**src/design/rgp_pkg.sv**
```systemverilog
// ----------------------------------------------------------------------------
// rgp_pkg: shared types and constants of the rectangle grid pattern generator
// Register map, reset values, setup sequencer codes and the channel packer.
// ----------------------------------------------------------------------------
package rgp_pkg;

  // Default coordinate width
  localparam int COORD_BITS_DEF = 11;

  // Configuration port
  localparam int CFG_ADDR_W = 3;
  localparam int CFG_DATA_W = 32;
  localparam int COLOR_W    = 32;

  // Color written on the bottom line when the height does not split evenly
  localparam logic [7:0] BOTTOM_COLOR = 8'hFF;

  // Register reset values
  localparam logic        RST_INDEXED_MODE      = 1'b1;
  localparam logic [7:0]  RST_RECT_COUNT        = 8'd1;
  localparam logic [31:0] RST_FIRST_COLOR       = 32'd0;
  localparam logic [7:0]  RST_COLOR_STEP        = 8'd1;
  localparam logic [10:0] RST_H_RESOLUTION      = 11'd1024;
  localparam logic [10:0] RST_V_RESOLUTION      = 11'd768;
  localparam logic [11:0] RST_CHANNEL_SIZES     = 12'd2184;
  localparam logic [14:0] RST_CHANNEL_POSITIONS = 15'd4264;

  // Register indexes
  typedef enum logic [CFG_ADDR_W-1:0] {
    REG_INDEXED_MODE      = 3'd0,
    REG_RECT_COUNT        = 3'd1,
    REG_FIRST_COLOR       = 3'd2,
    REG_COLOR_STEP        = 3'd3,
    REG_H_RESOLUTION      = 3'd4,
    REG_V_RESOLUTION      = 3'd5,
    REG_CHANNEL_SIZES     = 3'd6,
    REG_CHANNEL_POSITIONS = 3'd7
  } cfg_reg_e;

  // Geometry setup sequencer
  typedef enum logic [1:0] {
    SU_IDLE,
    SU_ISSUE,
    SU_WAIT
  } setup_state_e;

  // Division performed by the setup sequencer
  typedef enum logic [1:0] {
    OP_RECT_W,    // h_resolution / N
    OP_RECT_H,    // v_resolution / N, remainder kept
    OP_RECIP_W,   // reciprocal of rectangle width
    OP_RECIP_H    // reciprocal of rectangle height
  } div_op_e;

  // Pattern registers used by the color stages
  typedef struct packed {
    logic        indexed_mode;
    logic [7:0]  rect_count;
    logic [31:0] first_color;
    logic [7:0]  color_step;
    logic [11:0] channel_sizes;
    logic [14:0] channel_positions;
  } pattern_cfg_t;

  // Step one color channel of first_color and place it at its position
  function automatic logic [COLOR_W-1:0] make_channel(
    input logic [COLOR_W-1:0] first,
    input logic [3:0]         size,
    input logic [4:0]         pos,
    input logic [16:0]        delta
  );
    logic [15:0] mask;
    logic [15:0] start;
    logic [15:0] value;
    mask  = 16'((17'd1 << size) - 17'd1);
    start = 16'(first >> pos) & mask;
    value = (start + delta[15:0]) & mask;
    return COLOR_W'(value) << pos;
  endfunction

endpackage

```
**src/design/rgp_div.sv**
```systemverilog
// ----------------------------------------------------------------------------
// rgp_div: iterative restoring divider
// One quotient bit per cycle; a start request restarts it at any time.
// ----------------------------------------------------------------------------
module rgp_div #(
  parameter int DW = 22,  // dividend and quotient width
  parameter int VW = 11   // divisor and remainder width
) (
  input  logic          clk_i,
  input  logic          rst_ni,
  input  logic          start_i,
  input  logic [DW-1:0] dividend_i,
  input  logic [VW-1:0] divisor_i,
  output logic          done_o,
  output logic [DW-1:0] quot_o,
  output logic [VW-1:0] rem_o
);

  localparam int CntW = $clog2(DW + 1);

  logic [CntW-1:0] cnt_q, cnt_d;
  logic            done_q, done_d;
  logic [DW-1:0]   quot_q, quot_d;
  logic [VW-1:0]   rem_q, rem_d;
  logic [VW-1:0]   dvs_q;
  logic [VW:0]     trial;
  logic [VW:0]     diff;
  logic            ge;

  // Trial subtraction for the next quotient bit
  assign trial = {rem_q, quot_q[DW-1]};
  assign diff  = trial - {1'b0, dvs_q};
  assign ge    = trial >= {1'b0, dvs_q};

  always_comb begin
    cnt_d  = cnt_q;
    done_d = 1'b0;
    quot_d = quot_q;
    rem_d  = rem_q;
    if (start_i) begin
      cnt_d  = CntW'(DW);
      quot_d = dividend_i;
      rem_d  = '0;
    end else if (cnt_q != '0) begin
      cnt_d  = cnt_q - 1'b1;
      quot_d = {quot_q[DW-2:0], ge};
      rem_d  = ge ? diff[VW-1:0] : trial[VW-1:0];
      done_d = (cnt_q == CntW'(1));
    end
  end

  // Control state
  always_ff @(posedge clk_i or negedge rst_ni) begin
    if (!rst_ni) begin
      cnt_q  <= '0;
      done_q <= 1'b0;
    end else begin
      cnt_q  <= cnt_d;
      done_q <= done_d;
    end
  end

  // Datapath
  always_ff @(posedge clk_i) begin
    quot_q <= quot_d;
    rem_q  <= rem_d;
    if (start_i) begin
      dvs_q <= divisor_i;
    end
  end

  assign done_o = done_q;
  assign quot_o = quot_q;
  assign rem_o  = rem_q;

endmodule

```
**src/design/rectangle_grid_pattern_pixel.sv**
```systemverilog
// ----------------------------------------------------------------------------
// rectangle_grid_pattern_pixel: grid of rectangles test pattern, per pixel
// Maps a pixel coordinate to a write flag and a color for an N by N grid.
// ----------------------------------------------------------------------------
// Usage:
//   s_axis carries one pixel request: pixel_x in the low COORD_BITS of
//   tdata, pixel_y above it. m_axis returns one result per request, in
//   order: pixel_color on tdata, write_enable on tuser (color is zero when
//   the pixel is not written).
//   Registers are written through cfg_we_i / cfg_addr_i / cfg_wdata_i while
//   no request is in flight. Each write, and reset, starts a geometry setup
//   that runs four divisions on a shared bit-serial divider: rectangle width
//   and height, then their reciprocals; s_axis_tready stays low meanwhile.
//   Afterwards one request is taken every cycle while the receiver keeps up;
//   results pass through five register stages to m_axis_tvalid: reciprocal
//   multiply, back-multiply, quotient correction, index products, color.
//   When the receiver stalls, the output register holds its result and the
//   stages behind it fill their empty slots before s_axis_tready drops, so
//   nothing is lost or repeated. Reset empties the pipeline and restores the
//   register defaults.
// ----------------------------------------------------------------------------
module rectangle_grid_pattern_pixel #(
  parameter int  COORD_BITS = rgp_pkg::COORD_BITS_DEF,
  localparam int InDataW    = ((2 * COORD_BITS + 7) / 8) * 8
) (
  input  logic                          clk_i,
  input  logic                          rst_ni,
  // Pixel requests
  input  logic                          s_axis_tvalid,
  output logic                          s_axis_tready,
  input  logic [InDataW-1:0]            s_axis_tdata,   // pixel_x, pixel_y, zero pad
  // Results
  output logic                          m_axis_tvalid,
  input  logic                          m_axis_tready,
  output logic [rgp_pkg::COLOR_W-1:0]   m_axis_tdata,   // pixel_color
  output logic                          m_axis_tuser,   // write_enable
  // Configuration
  input  logic                          cfg_we_i,
  input  logic [rgp_pkg::CFG_ADDR_W-1:0] cfg_addr_i,
  input  logic [rgp_pkg::CFG_DATA_W-1:0] cfg_wdata_i
);

  localparam int CB = COORD_BITS;
  localparam int DW = 2 * COORD_BITS;     // reciprocal scale
  localparam int PW = COORD_BITS + DW;    // coordinate times reciprocal

  // --------------------------------------------------------------------------
  // Configuration registers
  // --------------------------------------------------------------------------
  rgp_pkg::pattern_cfg_t pat_q;
  logic [10:0]           h_res_q;
  logic [10:0]           v_res_q;

  always_ff @(posedge clk_i or negedge rst_ni) begin
    if (!rst_ni) begin
      pat_q.indexed_mode      <= rgp_pkg::RST_INDEXED_MODE;
      pat_q.rect_count        <= rgp_pkg::RST_RECT_COUNT;
      pat_q.first_color       <= rgp_pkg::RST_FIRST_COLOR;
      pat_q.color_step        <= rgp_pkg::RST_COLOR_STEP;
      pat_q.channel_sizes     <= rgp_pkg::RST_CHANNEL_SIZES;
      pat_q.channel_positions <= rgp_pkg::RST_CHANNEL_POSITIONS;
      h_res_q                 <= rgp_pkg::RST_H_RESOLUTION;
      v_res_q                 <= rgp_pkg::RST_V_RESOLUTION;
    end else if (cfg_we_i) begin
      unique case (rgp_pkg::cfg_reg_e'(cfg_addr_i))
        rgp_pkg::REG_INDEXED_MODE:      pat_q.indexed_mode      <= cfg_wdata_i[0];
        rgp_pkg::REG_RECT_COUNT:        pat_q.rect_count        <= cfg_wdata_i[7:0];
        rgp_pkg::REG_FIRST_COLOR:       pat_q.first_color       <= cfg_wdata_i;
        rgp_pkg::REG_COLOR_STEP:        pat_q.color_step        <= cfg_wdata_i[7:0];
        rgp_pkg::REG_H_RESOLUTION:      h_res_q                 <= cfg_wdata_i[10:0];
        rgp_pkg::REG_V_RESOLUTION:      v_res_q                 <= cfg_wdata_i[10:0];
        rgp_pkg::REG_CHANNEL_SIZES:     pat_q.channel_sizes     <= cfg_wdata_i[11:0];
        rgp_pkg::REG_CHANNEL_POSITIONS: pat_q.channel_positions <= cfg_wdata_i[14:0];
      endcase
    end
  end

  // Resolutions seen at coordinate width, zero count taken as one
  logic [CB-1:0] hres_c;
  logic [CB-1:0] vres_c;
  logic [7:0]    n_c;

  assign hres_c = CB'(h_res_q);
  assign vres_c = CB'(v_res_q);
  assign n_c    = (pat_q.rect_count == 8'd0) ? 8'd1 : pat_q.rect_count;

  // --------------------------------------------------------------------------
  // Geometry setup: rectangle size, bottom remainder and reciprocals
  // --------------------------------------------------------------------------
  rgp_pkg::setup_state_e su_state_q, su_state_d;
  rgp_pkg::div_op_e      op_q, op_d;
  logic                  div_start;
  logic [DW-1:0]         div_dividend;
  logic [CB-1:0]         div_divisor;
  logic                  div_done;
  logic [DW-1:0]         div_quot;
  logic [CB-1:0]         div_rem;
  logic                  setup_busy;

  logic [CB-1:0] rect_w_q;
  logic [CB-1:0] rect_h_q;
  logic [CB-1:0] v_rem_q;
  logic [DW-1:0] recip_w_q;
  logic [DW-1:0] recip_h_q;

  // Next state of the sequencer
  always_comb begin
    su_state_d = su_state_q;
    op_d       = op_q;
    div_start  = 1'b0;
    unique case (su_state_q)
      rgp_pkg::SU_IDLE: ;
      rgp_pkg::SU_ISSUE: begin
        div_start  = 1'b1;
        su_state_d = rgp_pkg::SU_WAIT;
      end
      rgp_pkg::SU_WAIT: begin
        if (div_done) begin
          if (op_q == rgp_pkg::OP_RECIP_H) begin
            su_state_d = rgp_pkg::SU_IDLE;
          end else begin
            op_d       = rgp_pkg::div_op_e'(op_q + 2'd1);
            su_state_d = rgp_pkg::SU_ISSUE;
          end
        end
      end
      default: su_state_d = rgp_pkg::SU_ISSUE;
    endcase
    // Any register write reruns the whole setup
    if (cfg_we_i) begin
      su_state_d = rgp_pkg::SU_ISSUE;
      op_d       = rgp_pkg::OP_RECT_W;
    end
  end

  always_ff @(posedge clk_i or negedge rst_ni) begin
    if (!rst_ni) begin
      su_state_q <= rgp_pkg::SU_ISSUE;
      op_q       <= rgp_pkg::OP_RECT_W;
    end else begin
      su_state_q <= su_state_d;
      op_q       <= op_d;
    end
  end

  assign setup_busy = (su_state_q != rgp_pkg::SU_IDLE);

  // Operands for the current division
  always_comb begin
    unique case (op_q)
      rgp_pkg::OP_RECT_W: begin
        div_dividend = DW'(hres_c);
        div_divisor  = CB'(n_c);
      end
      rgp_pkg::OP_RECT_H: begin
        div_dividend = DW'(vres_c);
        div_divisor  = CB'(n_c);
      end
      rgp_pkg::OP_RECIP_W: begin
        div_dividend = '1;
        div_divisor  = rect_w_q;
      end
      rgp_pkg::OP_RECIP_H: begin
        div_dividend = '1;
        div_divisor  = rect_h_q;
      end
      default: begin
        div_dividend = '1;
        div_divisor  = rect_h_q;
      end
    endcase
  end

  rgp_div #(
    .DW (DW),
    .VW (CB)
  ) u_div (
    .clk_i      (clk_i),
    .rst_ni     (rst_ni),
    .start_i    (div_start),
    .dividend_i (div_dividend),
    .divisor_i  (div_divisor),
    .done_o     (div_done),
    .quot_o     (div_quot),
    .rem_o      (div_rem)
  );

  // Capture division results
  always_ff @(posedge clk_i) begin
    if (div_done && su_state_q == rgp_pkg::SU_WAIT) begin
      unique case (op_q)
        rgp_pkg::OP_RECT_W:  rect_w_q  <= div_quot[CB-1:0];
        rgp_pkg::OP_RECT_H: begin
          rect_h_q <= div_quot[CB-1:0];
          v_rem_q  <= div_rem;
        end
        rgp_pkg::OP_RECIP_W: recip_w_q <= div_quot;
        rgp_pkg::OP_RECIP_H: recip_h_q <= div_quot;
        default: ;
      endcase
    end
  end

  // --------------------------------------------------------------------------
  // Pixel pipeline with per-stage valids; empty stages keep filling on stall
  // --------------------------------------------------------------------------
  logic v1_q, v2_q, v3_q, v4_q, vo_q;
  logic en1, en2, en3, en4, eno;
  logic in_acc;

  assign eno    = !vo_q || m_axis_tready;
  assign en4    = !v4_q || eno;
  assign en3    = !v3_q || en4;
  assign en2    = !v2_q || en3;
  assign en1    = !v1_q || en2;
  assign s_axis_tready = en1 && !setup_busy;
  assign in_acc = s_axis_tvalid && s_axis_tready;

  always_ff @(posedge clk_i or negedge rst_ni) begin
    if (!rst_ni) begin
      v1_q <= 1'b0;
      v2_q <= 1'b0;
      v3_q <= 1'b0;
      v4_q <= 1'b0;
      vo_q <= 1'b0;
    end else begin
      if (en1) v1_q <= in_acc;
      if (en2) v2_q <= v1_q;
      if (en3) v3_q <= v2_q;
      if (en4) v4_q <= v3_q;
      if (eno) vo_q <= v4_q;
    end
  end

  // Stage 1: bounds checks and reciprocal products
  logic [CB-1:0] px_in, py_in;
  logic [CB-1:0] x1_q, y1_q;
  logic [PW-1:0] prx1_q, pry1_q;
  logic          in1_q, bot1_q;

  assign px_in = s_axis_tdata[CB-1:0];
  assign py_in = s_axis_tdata[2*CB-1:CB];

  always_ff @(posedge clk_i) begin
    if (en1) begin
      x1_q   <= px_in;
      y1_q   <= py_in;
      prx1_q <= PW'(px_in) * PW'(recip_w_q);
      pry1_q <= PW'(py_in) * PW'(recip_h_q);
      in1_q  <= (px_in < hres_c) && (py_in < vres_c);
      bot1_q <= (py_in == vres_c - 1'b1) && (px_in < hres_c);
    end
  end

  // Stage 2: quotient estimates multiplied back
  logic [CB-1:0] qx_c, qy_c;
  logic [CB-1:0] x2_q, y2_q, qx2_q, qy2_q, bx2_q, by2_q;
  logic          in2_q, bot2_q;

  assign qx_c = prx1_q[PW-1:DW];
  assign qy_c = pry1_q[PW-1:DW];

  always_ff @(posedge clk_i) begin
    if (en2) begin
      x2_q   <= x1_q;
      y2_q   <= y1_q;
      qx2_q  <= qx_c;
      qy2_q  <= qy_c;
      bx2_q  <= qx_c * rect_w_q;
      by2_q  <= qy_c * rect_h_q;
      in2_q  <= in1_q;
      bot2_q <= bot1_q;
    end
  end

  // Stage 3: correct the estimates, decide the write
  logic [CB-1:0] rx_c, ry_c, col_c, row_c;
  logic          we_c;
  logic [7:0]    col3_q, row3_q;
  logic          we3_q;

  assign rx_c  = x2_q - bx2_q;
  assign ry_c  = y2_q - by2_q;
  assign col_c = qx2_q + {{(CB-1){1'b0}}, (rx_c >= rect_w_q)};
  assign row_c = qy2_q + {{(CB-1){1'b0}}, (ry_c >= rect_h_q)};

  always_comb begin
    if (v_rem_q != '0) begin
      we_c = bot2_q;
    end else begin
      we_c = (rect_w_q != '0) && (rect_h_q != '0) && in2_q
             && (col_c < CB'(n_c)) && (row_c < CB'(n_c));
    end
  end

  always_ff @(posedge clk_i) begin
    if (en3) begin
      col3_q <= col_c[7:0];
      row3_q <= row_c[7:0];
      we3_q  <= we_c;
    end
  end

  // Stage 4: rectangle index and channel steps
  logic [7:0]  idx4_q;
  logic [16:0] dr4_q, dg4_q, db4_q;
  logic        we4_q;

  always_ff @(posedge clk_i) begin
    if (en4) begin
      idx4_q <= row3_q * n_c + col3_q;
      dr4_q  <= 17'(col3_q) * 17'(pat_q.color_step);
      dg4_q  <= 17'(row3_q) * 17'(pat_q.color_step);
      db4_q  <= (17'(col3_q) + 17'(row3_q)) * 17'(pat_q.color_step);
      we4_q  <= we3_q;
    end
  end

  // Stage 5: final color into the output register
  logic [7:0]                  idx_color;
  logic [rgp_pkg::COLOR_W-1:0] rgb_color;
  logic [rgp_pkg::COLOR_W-1:0] color_c;
  logic [rgp_pkg::COLOR_W-1:0] color_q;
  logic                        we_q;

  assign idx_color = pat_q.first_color[7:0] + 8'(idx4_q * pat_q.color_step);
  assign rgb_color =
      rgp_pkg::make_channel(pat_q.first_color, pat_q.channel_sizes[3:0],
                            pat_q.channel_positions[4:0], dr4_q)
    | rgp_pkg::make_channel(pat_q.first_color, pat_q.channel_sizes[7:4],
                            pat_q.channel_positions[9:5], dg4_q)
    | rgp_pkg::make_channel(pat_q.first_color, pat_q.channel_sizes[11:8],
                            pat_q.channel_positions[14:10], db4_q);

  always_comb begin
    if (!we4_q) begin
      color_c = '0;
    end else if (v_rem_q != '0) begin
      color_c = rgp_pkg::COLOR_W'(rgp_pkg::BOTTOM_COLOR);
    end else if (pat_q.indexed_mode) begin
      color_c = rgp_pkg::COLOR_W'(idx_color);
    end else begin
      color_c = rgb_color;
    end
  end

  always_ff @(posedge clk_i) begin
    if (eno) begin
      color_q <= color_c;
      we_q    <= we4_q;
    end
  end

  assign m_axis_tvalid = vo_q;
  assign m_axis_tdata  = color_q;
  assign m_axis_tuser  = we_q;

endmodule

```
**config.mk**
```make
export PLATFORM = sky130hd
export DESIGN_NAME = rectangle_grid_pattern_pixel
export DESIGN_NICKNAME = d
export VERILOG_FILES = /design/src/design/rgp_pkg.sv /design/src/design/rgp_div.sv /design/src/design/rectangle_grid_pattern_pixel.sv
export SDC_FILE = /design/constraint.sdc
export NUM_CORES = 2
export LEC_CHECK = 0
export BUFFER_PORTS_ARGS = -buffer_cell sky130_fd_sc_hd__buf_4
export CAP_MARGIN = 20
export CORE_MARGIN = 3
export CORE_UTILIZATION = 59
export DETAILED_ROUTE_END_ITERATION = 12
export PLACE_DENSITY = 0.79
export SYNTH_ARGS = -nofsm -noshare
export SYNTH_HDL_FRONTEND = slang
export SYNTH_HIERARCHICAL = 1
export SYNTH_SLANG_ARGS = --single-unit
```
**constraint.sdc**
```tcl
create_clock -name clk_i -period 7 [get_ports clk_i]
set_clock_uncertainty 0.1 [all_clocks]
set_input_delay 1.75 -clock clk_i [delete_from_list [all_inputs] [get_ports clk_i]]
set_output_delay 1.75 -clock clk_i [all_outputs]
set_load 0.05 [all_outputs]
```
==> out/metrics.json <==
{
  "path_type_of_the_worst_min_delay_path": "flop to flop",
  "grt_max_degree": 70,
  "worst_path_required_time_ns": 7.31,
  "synth-edff-count": 328,
  "antenna_left": 0,
  "ioPinCount": 99,
  "rsz0062_at_grt": "true",
  "synth_nets": 6993,
  "clk-insertion-delay-late_ns": 0.67,
  "tns_ns": 0,
  "critPathCaptureType": "flop",
  "std_cell_rows": 111,
  "grt_antenna_before_repair": 2,
  "initial_core_util_pct": 59.7,
  "final_period_minus_worst_setup_slack_ns": 6.87,
  "cts.sinks": 452,
  "proportion_of_synthesized_flip_flops_having_asynchronous_set_or_reset_pct": 25.0,
  "first_global_vias": 45421,
  "per_cell_routed_wire_length_um": 22.0,
  "cts-htree-levels": 2,
  "antenna_diode_count": 0,
  "ff_latch_count_synth": 452,
  "numCtsBuffers": 54,
  "dieArea_sq_um": 96500,
  "gp_routability_congestion": 1.02,
  "kind_of_start_point_of_the_critical_path": "input pin",
  "cp_data_arrival_time_ns": 7.18,
  "post-route-util_pct": 64.4,
  "drt-vias-per-instance": 6.12,
  "dominantRegCellSynth": "sky130_fd_sc_hd__edfxtp_1",
  "crit_type": "input pin to flop",
  "cts_tree": "done",
  "setup_violations": 0,
  "port-buffer-count": 96,
  "achievable-frequency_mhz": 146,
  "synth-seq-area-share_pct": 23.6,
  "tightestPinTransition_ns": 0.996,
  "final.period_utilization_pct": 98.1,
  "yosys_warnings": 6,
  "dr.first_iter.drc_count": 3808,
  "area_delta_synth_final_pct": 7.95,
  "clockBufferDepth": 3,
  "fp.dieH_um": 311,
  "fp.coreArea_sq_um": 91800,
  "preCtsSetupSlack_ns": -0.602,
  "slew-limit-headroom_pct": 33.6,
  "avgSynthCellArea_sq_um": 9.33,
  "post_route_cells_drive_above_1_share_pct": 10.4,
  "syn_area_sq_um": 54800,
  "route.vias.total": 43808,
  "cts_hold_repair.buffers": 0,
  "clock-root-buffer": "sky130_fd_sc_hd__clkbuf_16",
  "synth_cell_type_count": 111,
  "layout.filler_cells": 7302,
  "path_max_fanout": 8,
  "worst_setup_hold_path_clk_slew_ns": 0.06,
  "hold_viol": 0,
  "synthesized_instance_count": 5867,
  "max_cap_viol_count": 0,
  "hpwl_um": 123000,
  "die_width_um": 311,
  "drtPass1Iterations": 6,
  "finalWorstSetupSlack_ns": 0.134,
  "grt_usage_pct": 32.5,
  "grt_pass1_wl_um": 249000,
  "grt-ovfl-total": 0,
  "fin_nets": 6993,
  "postRouteWirelength_um": 157000,
  "report.final.slew_viol_count": 0,
  "drc": 0,
  "status": "complete, no violations"
}
-- synth_stat cells, drive strengths merged (14+ instances only) --
cell type	count	area share [%]
nand3	66	0.61
a22oi	17	0.23
a211oi	83	1.2
nor3b	16	0.23
edfxtp	328	18
nand2b	37	0.44
o21a	37	0.51
a21boi	19	0.26
dfrtp	99	4.5
and3	19	0.23
and2	381	4.4
clkbuf	275	1.9
nor2	291	2.0
buf	55	0.49
o21bai	17	0.23
ha	490	11
dfstp	14	0.67
or3	22	0.25
o211ai	24	0.33
o22ai	21	0.24
nand4	25	0.30
inv	756	5.2
o221ai	19	0.30
xnor2	162	2.6
a31oi	34	0.39
mux2	119	2.4
nor4	28	0.32
xor2	51	0.82
o31ai	18	0.28
a21oi	243	2.2
nand2	783	5.4
o21ai	205	1.9
nor2b	56	0.64
nor3	69	0.64
mux4	31	1.3
mux2i	115	2.1
a21o	47	0.64
or2	18	0.21
fa	572	21
-- per-stage QoR --
stage | hold WS [ns] | std cells | cell area, sq um
after floorplan | 0.300 | 5867 | 54800
after global placement | 0.300 | 7043 | 57100
after detailed placement | 0.305 | 7044 | 57100
after CTS | 0.318 | 7145 | 58900
after global routing | 0.319 | 7155 | 59100
final | 0.318 | 7155 | 59100
-- cells in the final DEF (no fill, tap or decap), drive strengths merged, types with 119 or more instances in the layout --
cell type    n
xnor2      162
fa         572
nor2       291
a21oi      243
and2       381
inv        763
buf        273
nand2      783
mux2       119
edfxtp     328
o21ai      205
ha         490
-- repair_timing --
| item | 4_1_cts | 5_1_grt |
|---|---|---|
| setup buffers | 0 | 6 |
| gates resized for setup | 0 | 13 |
| endpoints found under the setup margin | 0 | 5 |
-- flip-flops by register name, summed over array words and instances (netlist names), 15 cells and up --
register      cells
u_div/quot_o     22
recip_h_q        22
dr4_q            15
pat_q            76
recip_w_q        22
db4_q            15
dg4_q            15
m_axis_tdata     32
-- logic make-up (layout without fill, tap and decap cells) --
logic type                 Yosys count  after routing  share of synthesized area (%)
buffers and inverters             1092           1137                           7.60
xor gates and xnor gates           213            213                           3.41
and+or+nand+nor                   1855           1855                           16.3
muxes                              265            265                           5.83
adders and majority gates         1062           1062                           32.1
AOI/OAI and AO/OA                  928            928                           11.2
DFF                                452            452                           23.6
-- path summary, 6_finish.rpt --
path | depth (start not counted) | slack, ns | end | startpoint
worst max-delay path | 25 | 0.13 | prx1_q[32]$_DFFE_PP_ | s_axis_tdata[6]
worst min-delay path | 0 | 0.32 | y2_q[4]$_DFFE_PP_ | y1_q[4]$_DFFE_PP_
worst max register to register | 19 | 0.58 | m_axis_tdata[17]$_SDFFCE_PP0P_ | pat_q[5]$_DFFE_PN1P_
worst min register to register | 0 | 0.32 | y2_q[4]$_DFFE_PP_ | y1_q[4]$_DFFE_PP_
max in group asynchronous | 2 | 4.60 | h_res_q[0]$_DFFE_PN0P_ | rst_ni
min in group asynchronous | 1 | 0.97 | pat_q[25]$_DFFE_PN0P_ | rst_ni
-- metal layers --
layer	share of wire [%]	wire length (um)	global-route usage (%)
met5	0.021	33	0
met4	5.8	9160	16.5
met3	7.9	12400	5.41
met2	49	76400	55.4
met1	38	59100	40.1
-- critical path, stage by stage --
cell,delay (ns)
sky130_fd_sc_hd__buf_4,0.15
sky130_fd_sc_hd__buf_4,0.15
sky130_fd_sc_hd__buf_4,0.15
sky130_fd_sc_hd__and2_4,0.14
sky130_fd_sc_hd__fa_2,0.52
sky130_fd_sc_hd__inv_1,0.06
sky130_fd_sc_hd__fa_2,0.39
sky130_fd_sc_hd__fa_2,0.57
sky130_fd_sc_hd__fa_1,0.45
sky130_fd_sc_hd__fa_1,0.53
sky130_fd_sc_hd__inv_1,0.05
sky130_fd_sc_hd__ha_1,0.26
sky130_fd_sc_hd__nand2_1,0.06
sky130_fd_sc_hd__nor4_2,0.28
sky130_fd_sc_hd__buf_4,0.15
sky130_fd_sc_hd__nand2_1,0.08
sky130_fd_sc_hd__a31oi_1,0.16
sky130_fd_sc_hd__buf_4,0.16
sky130_fd_sc_hd__o21bai_2,0.08
sky130_fd_sc_hd__a311oi_1,0.32
sky130_fd_sc_hd__buf_4,0.19
sky130_fd_sc_hd__nand3_2,0.09
sky130_fd_sc_hd__a41oi_2,0.23
sky130_fd_sc_hd__a21oi_2,0.09
sky130_fd_sc_hd__xnor2_1,0.14
-- cell type report --
cell class / instances / area, sq um / share of cell area (%)
well taps: 1243 / 1560 / 2.63
clock buffers: 65 / 1400 / 2.37
flip-flops and latches: 452 / 12900 / 21.9
repair buffers: 274 / 2160 / 3.65
inverters: 762 / 2860 / 4.84
clock inverters: 36 / 424 / 0.717
multi-input cells: 4323 / 37800 / 63.9
Power is left out: the tool's default activity adds up to more than one toggle a clock period on the data nets, which glitch-free logic cannot reach.
